===== src/sdgc_queue.sv =====
// Two-entry job queue between intake and scoring.
module sdgc_queue #(
  parameter int W = 8
) (
  input  logic         clk,
  input  logic         rst_n,
  input  logic         push,
  input  logic [W-1:0] push_data,
  input  logic         pop,
  output logic [W-1:0] pop_data,
  output logic         empty
);
  localparam int DEPTH = 2;

  logic [W-1:0] mem [DEPTH];
  logic         wp_r;
  logic         rp_r;
  logic [1:0]   cnt_r;
  logic         do_push;
  logic         do_pop;

  assign do_push  = push && (cnt_r != 2'(DEPTH));
  assign do_pop   = pop && (cnt_r != 2'd0);
  assign empty    = (cnt_r == 2'd0);
  assign pop_data = mem[rp_r];

  always_ff @(posedge clk) begin
    if (do_push) begin
      mem[wp_r] <= push_data;
    end
  end

  always_ff @(posedge clk) begin
    if (!rst_n) begin
      wp_r  <= 1'b0;
      rp_r  <= 1'b0;
      cnt_r <= 2'd0;
    end else begin
      if (do_push) begin
        wp_r <= ~wp_r;
      end
      if (do_pop) begin
        rp_r <= ~rp_r;
      end
      cnt_r <= cnt_r + 2'(do_push) - 2'(do_pop);
    end
  end

endmodule


===== config.mk =====
export PLATFORM = sky130hd
export DESIGN_NAME = sdgc_queue
export DESIGN_NICKNAME = d
export VERILOG_FILES = /design/src/sdgc_queue.sv
export SDC_FILE = /design/constraint.sdc
export NUM_CORES = 1
export LEC_CHECK = 0
export ABC_AREA = 1
export ABC_CLOCK_PERIOD_IN_PS = 4400
export BUFFER_PORTS_ARGS = -buffer_cell sky130_fd_sc_hd__buf_2
export CORE_MARGIN = 2
export CORE_UTILIZATION = 57
export CTS_BUF_LIST = sky130_fd_sc_hd__clkbuf_2 sky130_fd_sc_hd__clkbuf_4 sky130_fd_sc_hd__clkbuf_8
export DETAILED_ROUTE_END_ITERATION = 12
export GPL_TIMING_DRIVEN = 0
export PLACE_DENSITY = 0.85
export SYNTH_ARGS = -nofsm -noshare
export SYNTH_HDL_FRONTEND = slang
export SYNTH_SLANG_ARGS = --single-unit

===== constraint.sdc =====
create_clock -name clk -period 4.4 [get_ports clk]
set_input_delay 0.66 -clock clk [delete_from_list [all_inputs] [get_ports clk]]
set_output_delay 0.66 -clock clk [all_outputs]
set_load 0.02 [all_outputs]

After elaboration in Yosys (flattened, before gate mapping):

Memories as Yosys holds them, arrays and structs flattened. A register that Yosys moved wholly into a read port is not among the register bits.
Cells that the tools add are included.

* bits of input ports: 12
* memories: 1
* output and inout port bits: 9
* flip-flop bits (word level): 4
* word-level logic and storage cells: 17
* memory bits (writable): 16

* reductions and logical operators: 4
* $add $sub $neg: 2
* equality and inequality tests: 1
* multiplexer cells: 4
* bitwise operators: 2

Memory list
* mem: depth 2, bits a word 8, rd ports 1, clocked after Yosys merged registers in 1, write ports 1, RTL line 15 `logic [W-1:0] mem [DEPTH];`

Operators by type and width (number)
* 1-bit two-way mux: 4
* 2-bit by 1-bit adder with 2-bit output: 1
* 1-bit logical AND: 2
* 2-bit logical NOT: 1
* 2-bit inequality test, second input constant: 1
* 1-bit inverter: 2
* 2-bit nonzero test: 1
* 2-bit by 1-bit subtractor with 2-bit output: 1

Longest topological paths before layout:

* depth in word-level cells: 4
* depth in mapped cells: 11
* mapped depth without buffers: 11

Worst setup path before layout:

Ideal clock, no wire load.

* path type: in2reg
* from: input port pop
* to: register cnt_r[1]
* data required time: 4285 ps
* stages: 9
* path slack: 2793 ps
* data arrival time: 1493 ps
* setup time: 115 ps
* buffers on the path: 0
* path through: inv_1 > nor2_2 > ha_1 > inv_1 > ha_1 > inv_1 > nand2_1 > a21oi_1 > nor2_1

* cells in the longest elaborated chain, start to end: 2

Ends and longest elaborated chain
* start, declared: RTL line 9 `input logic pop,`
* 1-bit logical AND: RTL line 23 `assign do_pop = pop && (cnt_r != 2'd0);`
* via do_pop: RTL line 20 `logic do_pop;`
* 2-bit by 1-bit subtractor with 2-bit output: RTL line 45 `cnt_r <= cnt_r + 2'(do_push) - 2'(do_pop);`
* end signal, assigned: RTL line 45
* end, declared: RTL line 18 `logic [1:0] cnt_r;`

The timed path passes the listed nets, and every way through them passes these cells.
A chain may end at the register's enable or synchronous reset.

==> impl_metrics.toml <==
[grt]
grt_pass1_vias = 451
grt_max_degree = 12
grt_usage_pct = 13.55
overflow = 0
grt_pass1_wl_um = 1773
antenna_found_initial = 0

[sta]
period_needed_ns = 1.901
setup_tns_ns = 0
setup_viol = 0
rsz0062_at_grt = "false"
max_freq_mhz = 526.2
slew_violations = 0
finalCritPeriodShare_pct = 43.19
slew_headroom_pct = 56.04
worst_clock_skew_ns = 0.002324
tightestPinTransition_ns = 0.6570
worst_slack_ns = 2.499
hold_viol_final = 0

[logic_synthesis]
syn_avg_cell_area_um2 = 13.88
synth-seq-area-share_pct = 67.44
synth.distinct_cells = 11
syn_inst = 62
syn-cell-area_um2 = 860.8
syn_nets = 76
ys_seq_elements = 21
yosys_warnings = 0

[drt]
vias_per_cell = 4.902
wl_per_cell_um = 10.90
drc_errors = 0
antenna_left = 0
drtIter0Drc = 5
dr.pass1.iters = 4
wirelength_um = 1112
num_vias = 500

[clock_network]
htree_levels = 1
cts.sinks = 21
path_clk_slew_ns = 0.10
insertion_delay_ns = 0.29
clockBufferDepth = 2
cts_repair_resize_count = 0
cts-hold-fix-buffers = 0
cts_buffers = 3
post_cts_buffers = 0
cts_tree = "done"
ctsRootBufferMaster = "clkbuf_4"

[floorplan]
die_area_um2 = 1837
start_util_pct = 59.21
die_y_um = 42.86
core_area_um2 = 1454
fp.dieW_um = 42.86
rows = 14
ios = 21

[setup_path]
worst-setup-path-type = "reg -> out"
timing.rr.start = "cnt_r[0]$_SDFF_PN0_"
worst_setup_path_end_kind = "output pin"
path_max_fanout = 8
required_ns = 3.74
worstPathArrival_ns = 1.24
start_kind = "flip-flop"

[final_layout]
syn_to_final_growth_pct = 17.44
final_common_cell = "buf_2"
fin_nets = 101
num_antenna_cells = 0
layout_common_cells = "buf_2 (20), edfxtp_1 (16), nand2_1 (9)"
drive_above_1_share_pct = 40.70

[power_and_ir_drop]
power_leakage_nw = 0.4517
cellPowerDensity_nw_per_um2 = 570.3
max-vdd-ir-drop_mv = 0.3732

[run_status]
status = "complete, no violations"

[placed_design]
dpl.hpwl_um = 897.2
portBuffers = 20
routabilityCongestion = 0.7917
post-place-ws_ns = 2.610

[hold_path]
worstHoldStart = "rp_r$_SDFFE_PN0P_"
min_path_type = "reg -> reg"

[flow_run]
cap_violations = 0
flip-flops by register name, summed over array words and instances, names as in the netlist, named ones only:
signal / flops
cnt_r: 2
mem: 16
rp_r: 1
wp_r: 1
through the flow:
step	cell area, um2	hold slack, ns	total power [mW]	cells	util (%)
floorplan	860.8	0.4675	0.4383	62	-
global placement	980.9	0.4804	0.4826	98	67.47
detailed placement	980.9	0.5065	0.4916	98	67.47
CTS	1011	0.5299	0.5802	102	69.54
global route	1011	0.5345	0.6135	102	69.54
finish	1011	0.5229	0.5765	102	69.54
path summary, 6_finish.rpt:
path / slack (ns) / depth (start not counted) / to
hold / removal: 0.52 / 2 / flip-flop
setup reg to reg: 2.87 / 10 / cnt_r[1]$_SDFF_PN0_
hold reg to reg: 0.52 / 2 / flip-flop
setup / recovery: 2.50 / 3 / pop_data[2]
routing by layer:
| metal | track usage [%] | part of all wire [%] | vias up |
|---|---|---|---|
| li1 | - | - | 259 |
| met3 | 5.106 | 5.0 | 0 |
| met1 | 15.07 | 43 | 225 |
| met2 | 23.03 | 52 | 16 |
| met5 | 0 | 0 | - |
| met4 | 5.625 | 0 | 0 |
synthesized netlist by cell type:
cell,n,area [um2]
a21oi_1,2,10.01
nor2_1,6,22.52
nand3_1,3,15.01
edfxtp_1,16,480.5
nor2_2,2,12.51
nand2_1,9,33.78
dfxtp_1,5,100.1
inv_1,8,30.03
mux2_4,8,120.1
buf_6,1,11.26
ha_1,2,25.02
power by group:
group,internal [mW],leakage (nW),switching [mW]
Combinational,0.0923,0.242,0.120
Clock,0.0413,0.0184,0.0505
Sequential,0.255,0.191,0.0176
cell families (layout without fill, tap and decap cells):
group,Yosys count,in the layout,synth area share (%)
flip-flops,21,21,67.44
buffers and inverters,9,33,4.797
AND/OR/NAND/NOR,20,20,9.737
adder cells (fa/ha/maj),2,2,2.907
multiplexers,8,8,13.95
AO/OA/AOI/OAI,2,2,1.163
critical path, cell delays in order (launching register included):
cell	delay (ns)
dfxtp_1	0.34
buf_6	0.15
mux2_4	0.30
buf_2	0.16
layout make-up:
class	instances	area, um2
plain buffers	1	11.26
clock buffers	4	30.03
fillers	114	442.9
inverters	8	30.03
multi-input cells	32	239.0
flip-flops and latches	21	580.6
well taps	16	20.02
repair buffers	20	100.1
(Power assumes the default switching activity.)
