===== config.mk =====
export PLATFORM = sky130hd
export DESIGN_NAME = sdgc_front
export DESIGN_NICKNAME = d
export VERILOG_FILES = /design/src/sdgc_pkg.sv /design/src/sdgc_front.sv
export SDC_FILE = /design/constraint.sdc
export NUM_CORES = 2
export LEC_CHECK = 0
export CORE_ASPECT_RATIO = 1.4
export CORE_UTILIZATION = 45
export DETAILED_ROUTE_END_ITERATION = 10
export DONT_BUFFER_PORTS = 1
export PLACE_DENSITY_LB_ADDON = 0.3
export SLEW_MARGIN = 30
export SYNTH_ARGS = -nofsm -noshare
export SYNTH_HDL_FRONTEND = slang
export SYNTH_SLANG_ARGS = --single-unit

===== constraint.sdc =====
create_clock -name clk -period 9.5 [get_ports clk]
set_input_delay 1.9 -clock clk [delete_from_list [all_inputs] [get_ports clk]]
set_output_delay 1.9 -clock clk [all_outputs]
set_load 0.005 [all_outputs]

===== src/sdgc_pkg.sv =====
// Shared types and constants of the repeat-count genotype caller.
package sdgc_pkg;

  localparam int POW_DEPTH = 1024;
  localparam int POW_AW    = 10;
  localparam int PW_W      = 17;

  localparam logic [16:0] Q_ONE      = 17'h10000;
  localparam logic [15:0] P_FLANK_HI = 16'd49152;
  localparam logic [15:0] P_FLANK_LO = 16'd3277;
  localparam logic [15:0] P_INREP_HI = 16'd58982;
  localparam logic [15:0] P_INREP_LO = 16'd655;
  localparam logic [15:0] P_MAX      = 16'd65535;
  localparam logic [15:0] LN2_Q16    = 16'd45426;
  localparam logic [18:0] DB10_Q16   = 19'd284620;
  localparam logic [14:0] QUAL_MAX   = 15'd25344;
  localparam int          SCORE_MIN  = -16777216;
  localparam logic [16:0] GAP_CLAMP  = 17'h1FFFF;

  localparam logic       ACT_HEADER = 1'b0;
  localparam logic       ACT_READ   = 1'b1;
  localparam logic [1:0] KIND_SPAN  = 2'd0;
  localparam logic [1:0] KIND_FLANK = 2'd1;

  localparam logic REG_MAX_ALLELE = 1'b0;

  // Per-locus values handed from intake to the scoring engine.
  typedef struct packed {
    logic [31:0] site_id;
    logic [9:0]  ref_repeats;
    logic [15:0] dn_base;
    logic [15:0] up_base;
    logic [15:0] eq_prob;
  } job_t;

  // Power table write request.
  typedef struct packed {
    logic              we;
    logic [POW_AW-1:0] addr;
    logic [PW_W-1:0]   data;
  } pt_wr_t;

endpackage


===== src/sdgc_front.sv =====
// Intake: takes headers and reads, builds the power table, queues a job per locus.
module sdgc_front #(
  parameter int MAX_READS = 256,
  parameter int CW        = 9,
  parameter int RAW       = 8
) (
  input  logic                clk,
  input  logic                rst_n,
  input  logic                in_valid,
  output logic                in_stall,
  input  logic                in_action,
  input  logic [31:0]         in_locus_id,
  input  logic [9:0]          in_ref_repeats,
  input  logic [15:0]         in_down_prob,
  input  logic [15:0]         in_up_prob,
  input  logic [15:0]         in_geo_factor,
  input  logic [8:0]          in_read_count,
  input  logic [9:0]          in_observed_repeats,
  input  logic [1:0]          in_read_kind,
  input  logic                busy,
  output logic                job_push,
  output sdgc_pkg::job_t      job,
  output logic [CW-1:0]       job_cnt,
  output sdgc_pkg::pt_wr_t    pt_wr,
  output logic                rs_we,
  output logic [RAW-1:0]      rs_addr,
  output logic [11:0]         rs_data
);
  import sdgc_pkg::*;

  localparam logic F_IDLE = 1'b0;
  localparam logic F_FILL = 1'b1;

  logic              state_r;
  logic              open_r;
  logic [CW-1:0]     loaded_r;
  logic [CW-1:0]     expected_r;
  logic [31:0]       id_r;
  logic [9:0]        ref_r;
  logic [15:0]       down_r;
  logic [15:0]       up_r;
  logic [15:0]       geo_r;
  logic [POW_AW-1:0] k_r;
  logic [PW_W-1:0]   pw_r;
  logic [PW_W-1:0]   pw_nxt;
  logic [32:0]       pw_prod;
  logic              accept;
  logic              hdr;
  logic              rd_ok;
  logic              rd_last;
  logic              fill_end;
  logic [CW-1:0]     cnt_sat;
  logic [16:0]       geo_c;
  logic [32:0]       dn_prod;
  logic [32:0]       up_prod;
  logic [16:0]       pr_sum;
  logic [16:0]       eq_raw;

  assign in_stall = (state_r == F_FILL) || busy;
  assign accept   = in_valid && !in_stall;
  assign hdr      = accept && (in_action == ACT_HEADER);
  assign rd_ok    = accept && (in_action == ACT_READ) && open_r && (loaded_r < expected_r);
  assign rd_last  = rd_ok && ((loaded_r + 1'b1) == expected_r);
  assign fill_end = (state_r == F_FILL) && (k_r == POW_AW'(POW_DEPTH - 1));

  always_comb begin
    if (32'(in_read_count) > MAX_READS) begin
      cnt_sat = CW'(MAX_READS);
    end else begin
      cnt_sat = CW'(in_read_count);
    end
  end

  // Next power of the geometric factor, truncated.
  assign pw_prod = 33'(pw_r) * 33'(geo_r);
  assign pw_nxt  = pw_prod[32:16];

  assign geo_c   = Q_ONE - {1'b0, geo_r};
  assign dn_prod = 33'(down_r) * 33'(geo_c);
  assign up_prod = 33'(up_r) * 33'(geo_c);
  assign pr_sum  = {1'b0, down_r} + {1'b0, up_r};
  assign eq_raw  = Q_ONE - pr_sum;

  always_comb begin
    job.site_id     = id_r;
    job.ref_repeats = ref_r;
    job.dn_base     = dn_prod[31:16];
    job.up_base     = up_prod[31:16];
    if (pr_sum[16]) begin
      job.eq_prob = 16'd1;
    end else if (pr_sum == 17'd0) begin
      job.eq_prob = P_MAX;
    end else begin
      job.eq_prob = eq_raw[15:0];
    end
  end

  assign job_cnt  = expected_r;
  assign job_push = (fill_end && (expected_r == '0)) || rd_last;

  assign pt_wr.we   = (state_r == F_FILL);
  assign pt_wr.addr = k_r;
  assign pt_wr.data = pw_r;

  assign rs_we   = rd_ok;
  assign rs_addr = loaded_r[RAW-1:0];
  assign rs_data = {in_read_kind, in_observed_repeats};

  always_ff @(posedge clk) begin
    if (hdr) begin
      id_r   <= in_locus_id;
      ref_r  <= in_ref_repeats;
      down_r <= in_down_prob;
      up_r   <= in_up_prob;
      geo_r  <= in_geo_factor;
      pw_r   <= Q_ONE;
      k_r    <= '0;
    end else if (state_r == F_FILL) begin
      pw_r <= pw_nxt;
      k_r  <= k_r + 1'b1;
    end
  end

  always_ff @(posedge clk) begin
    if (!rst_n) begin
      state_r    <= F_IDLE;
      open_r     <= 1'b0;
      loaded_r   <= '0;
      expected_r <= '0;
    end else begin
      case (state_r)
        F_IDLE: begin
          if (hdr) begin
            // Drop any open locus and rebuild the table.
            open_r     <= 1'b0;
            loaded_r   <= '0;
            expected_r <= cnt_sat;
            state_r    <= F_FILL;
          end else if (rd_ok) begin
            loaded_r <= loaded_r + 1'b1;
            if (rd_last) begin
              open_r <= 1'b0;
            end
          end
        end
        F_FILL: begin
          if (fill_end) begin
            open_r  <= (expected_r != '0);
            state_r <= F_IDLE;
          end
        end
        default: begin
          state_r <= F_IDLE;
        end
      endcase
    end
  end

endmodule


# Word level (Yosys, flattened, before mapping)
# Cells that the tools add are included.
# Widths: inputs -> output; s select.
[classes] addsub=5 mul=3 n_div=0 order_cmp=2 eq_ne=5 n_shift=0 muxes=13 n_bitwise=2 n_reduce_logical=18
[op_table] operator="$mul 16x17->32" n=2
[op_table] operator="$mul 17x16->33" n=1
[op_table] operator="$mux 16" n=2
[op_table] operator="$mux 9" n=3
[op_table] operator="$add 16x16->17" n=1
[op_table] operator="$logic_not 17->1" n=1
[op_table] operator="$sub 17x16->17 const A" n=1
[op_table] operator="$sub 1x16->16 const A" n=1
[op_table] operator="$add 10x1->10 const B" n=1
[op_table] operator="$eq 10x10->1 const B" n=1
[op_table] operator="$add 9x1->9 const B" n=1
[op_table] operator="$eq 9x9->1" n=1
[op_table] operator="$gt 9x9->1 const B" n=1
[op_table] operator="$logic_not 9->1" n=1
[op_table] operator="$lt 9x9->1" n=1
[op_table] operator="$reduce_bool 9->1" n=1
[op_table] operator="$logic_and 1x1->1" n=8
[op_table] operator="$mux 1" n=6
[op_table] operator="$ne 3x3->1 const B" n=2
[op_table] operator="$pmux 1 s2" n=2
[op_table] operator="$reduce_and 2->1" n=2
[op_table] operator="$reduce_and 3->1" n=1
[op_table] operator="$logic_or 1x1->1" n=2
[op_table] operator="$ne 2x1->1 const B" n=1
[op_table] operator="other kinds (3)" n=4
[totals] regBits=137 latch_bits=0 ramBits=0 romBits=0 output_inout_bits=150 mem_count=0

# Depth between registers and ports, before layout
[logic_depth] depth_word=11 depth_mapped=31 mapped_depth_nobuf=28

# Worst setup path after synthesis
# No wires, ideal clock.
[synth_timing] kind="reg-to-output" startpoint="register geo_r[9]" endpoint="output port job[25] in the netlist's numbering" t_arrival_ps=7854 required_time_ps=7600 slack_ps=-254 stages_incl_launch_ff=28 n_path_buf=2 path_cell_list="edfxtp_1 buf_2 or4_4 or3_1 or3_1 or2_4 xor2_1 clkbuf_1 nand2_1 fa_1 fa_1 inv_1 fa_1 fa_1 fa_1 inv_1 fa_1 inv_1 ha_1 a21oi_1 nand2_1 o31a_1 a311oi_1 o21ai_1 o31ai_2 a21boi_0 nor2_1 xnor2_1"
[synth_lines] item="from (decl)" line="sdgc_front.sv:42" text="logic [15:0] geo_r;"
[synth_lines] item="from (signal assigned)" line="sdgc_front.sv:115" text="geo_r <= in_geo_factor;"
[synth_lines] item="to (decl)" line="sdgc_front.sv:22" text="output sdgc_pkg::job_t job,"

==> key figures <==
STA
  • Fmax: between 100 and 150 MHz
  • Least-Margin Pin Slew: around 1.1 ns
  • Worst setup margin: -0.396 ns
  • Layout Skew: ~0.027 ns
  • Setup TNS: -5.67 ns
  • Setup repair after global routing missed its margin: true
  • Min Tclk post-route: a little under 10 ns
  • Max_slew headroom: between 20% and 30%
  • Final hold vios: 0
  • Pins Over Slew Limit: 0
  • Period utilization: 104%
  • Setup violations, final: 21

Cells and area
  • # fillers: around 6600
  • Final instance area: between 30000 and 40000 um^2
  • FF/Latch Area: between 3000 and 4000 um^2
  • Area Growth Syn to Fin: 9.83%
  • Nets: between 4000 and 5000
  • Multi-input logic area: approximately 25000 um^2
  • Fraction of layout cells with a size suffix above 1: under 10%

Setup path
  • Arrival time worst endpoint: approximately 8.0 ns
  • Worst setup SP type: register
  • CP dominant cell by count: fa_1
  • Master of the slowest instance on the critical path: or4_4
  • CP Class: reg -> out
  • Worst path max stage delay: around 0.55 ns
  • Crit Path Max Fanout: 5
  • Worst Path Required: 7.60 ns
  • CP Capture Type: output port
  • R2R cell count: 22

Floorplan
  • Die W: between 200 and 250 um
  • Die span in y: about 320 um
  • Initial core utilization: ~46%
  • Die area: about 72000 um^2
  • Io pins: 266
  • # rows: approximately 110
  • Area of the core: 69500 um^2

Global route
  • Initial antenna violation count: 19
  • Via count of the first global-routing pass: ~25000
  • First-pass GRT wire length: 138 mm
  • Pin count of the biggest net entering global routing: 76
  • Tot GR Track Use: about 25%
  • Grt total ovfl: 0

Power and ir drop
  • Peak VDD IR: approximately 1.1 mV
  • PD cells: 352 nW/um^2
  • Leak: about 17 nW

Placement
  • Placed Instance Area: 33300 um^2
  • Post-DP HPWL: 66.4 mm
  • I/O Buffers: 0
  • GPL Wtd Cong: between 0.8 and 0.9

Routing
  • Final WL: roughly 86 mm
  • 1st-pass router iterations: 6
  • DR WL/cell: around 19 um
  • Drt via density: between 5 and 6
  • Routed vias: approximately 24000
  • Detail Route Antenna Nets: 0
  • Residual DRC: 0
  • Number of DRC markers in iteration 0: around 1200

Yosys
  • Cell taking the most area after synthesis: fa_1
  • Ys async rst share: 0%
  • Count of cell types in the netlist: a little over 70
  • Synth Register Bits: 137
  • Synth area leaders: fa_1, ha_1, inv_1
  • Share of the synthesized area in the top cell type: approximately two fifths
  • Syn nets: 4553
  • Count leader, synth: inv_1
  • Post-synth top flop: edfxtp_1
  • Mean post-synth cell area: 9.10 um^2
  • Register area share after synthesis: about 11%
  • Synth Cell Area: ~32000 um^2
  • Most frequent cells after synthesis: inv_1, fa_1, nand2_1
  • Syn Inst Count: roughly 3500
  • Yosys warns: 0
  • Post-synth EDFFs: 90

Run status
  • Status: finished with violations
  • Failing checks: negative setup slack

Clocking
  • Clk slew on worst S/H paths: ~0.08 ns
  • Clock sink count: approximately 140
  • CTS Buffer Depth: 2
  • Hold-fix buffers, CTS: 0
  • Clk Latency, worst-skew pair: ~0.5 ns
  • H-tree Lvls: 4
  • Clock buffer count from CTS: 17
  • CTS tree: built
  • CTS Root Cell: clkbuf_16

Worst hold path
  • Hold/Removal Path Class: reg -> reg
  • Hold depth: 2

Job
  • Max-Cap Viols: 0
[critical path, delay by kind of cell, from the launching register on]
family / cells / cell delay [ns]
AO/OA/AOI/OAI: 6 / 1.26
XOR/XNOR: 2 / 0.28
adder cells (fa/ha/maj): 7 / 3.16
buffers and inverters: 6 / 0.65
flip-flops: 1 / 0.40
AND/OR/NAND/NOR: 7 / 1.75
[through the flow]
step	worst slack (ns)	hold slack [ns]	std cells	power [mW]	utilization, %
after floorplan	0.00589	0.469	3490	7.61	-
after global placement	-0.202	0.539	4367	10.6	47.9
after detailed placement	-0.239	0.538	4367	10.7	47.9
after CTS	-0.422	0.554	4416	12.1	49.7
after global routing	-0.638	0.589	4432	13.8	50.2
final	-0.396	0.553	4432	12.3	50.2
[path summary, 6_finish.rpt]
| path | end | startpoint | slack, ns |
|---|---|---|---|
| hold reg to reg | loaded_r[8] | loaded_r[8] | 0.55 |
| setup / recovery | job[25] | geo_r[8] | -0.40 |
| setup reg to reg | pw_r[15] | pw_r[11] | 2.50 |
| hold / removal | loaded_r[8] | loaded_r[8] | 0.55 |
[routing by layer]
layer | track usage [%] | share of wire [%] | vias up
li1 | - | - | 10527
met1 | 28.9 | 37 | 12070
met2 | 46.4 | 53 | 694
met3 | 4.78 | 5.9 | 206
met4 | 10.4 | 4.0 | 22
met5 | 0 | 0.16 | -
[final cells by class]
cell class | instances | share of cell area, %
inverters | 766 | 8.25
multi-input cells | 2407 | 72.3
diodes | 6 | 0.0430
well taps | 928 | 3.33
repair buffers | 156 | 3.84
clock inverters | 15 | 0.542
clock buffers | 17 | 1.22
flip-flops and latches | 137 | 10.5
[sequential cells by signal, indices dropped and copies added, names as in the netlist]
register  cells
geo_r        16
k_r          10
open_r        1
up_r         16
id_r         32
job_cnt       9
state_r       1
down_r       16
pw_r         17
ref_r        10
loaded_r      9
[placed cells by master (no fill, tap or decap), types with 52 or more instances in the layout]
master	count
ha_1	315
a21oi_1	69
fa_1	613
inv_1	750
nor2_1	52
buf_4	131
xnor2_1	57
and2_1	325
nand2_1	521
edfxtp_1	90
[report_power, final]
part	internal, mW	switching, mW
clock	0.359	0.381
sequential	0.686	0.176
combinational	4.86	5.82
[kinds of logic (layout without fill, tap and decap cells)]
family                   count (synthesis)  in the layout  synth area share [%]
AND/OR/NAND/NOR                       1098           1098                  16.9
adder cells (fa/ha/maj)                947            947                  52.0
AO/OA/AOI/OAI                          251            251                  5.09
flip-flops                             137            137                  11.5
XOR/XNOR                               110            110                  3.08
multiplexers                             1              1                0.0315
buffers and inverters                  946            954                  11.4
other                                    0              6                     0
[what timing repair did]
item,in CTS,in global routing
setup endpoints to repair,29,29
gates cloned,0,1
resized for setup,89,59
pin swaps,58,57
setup buffers,18,10
Note: power is estimated with default switching activity, not from simulation.
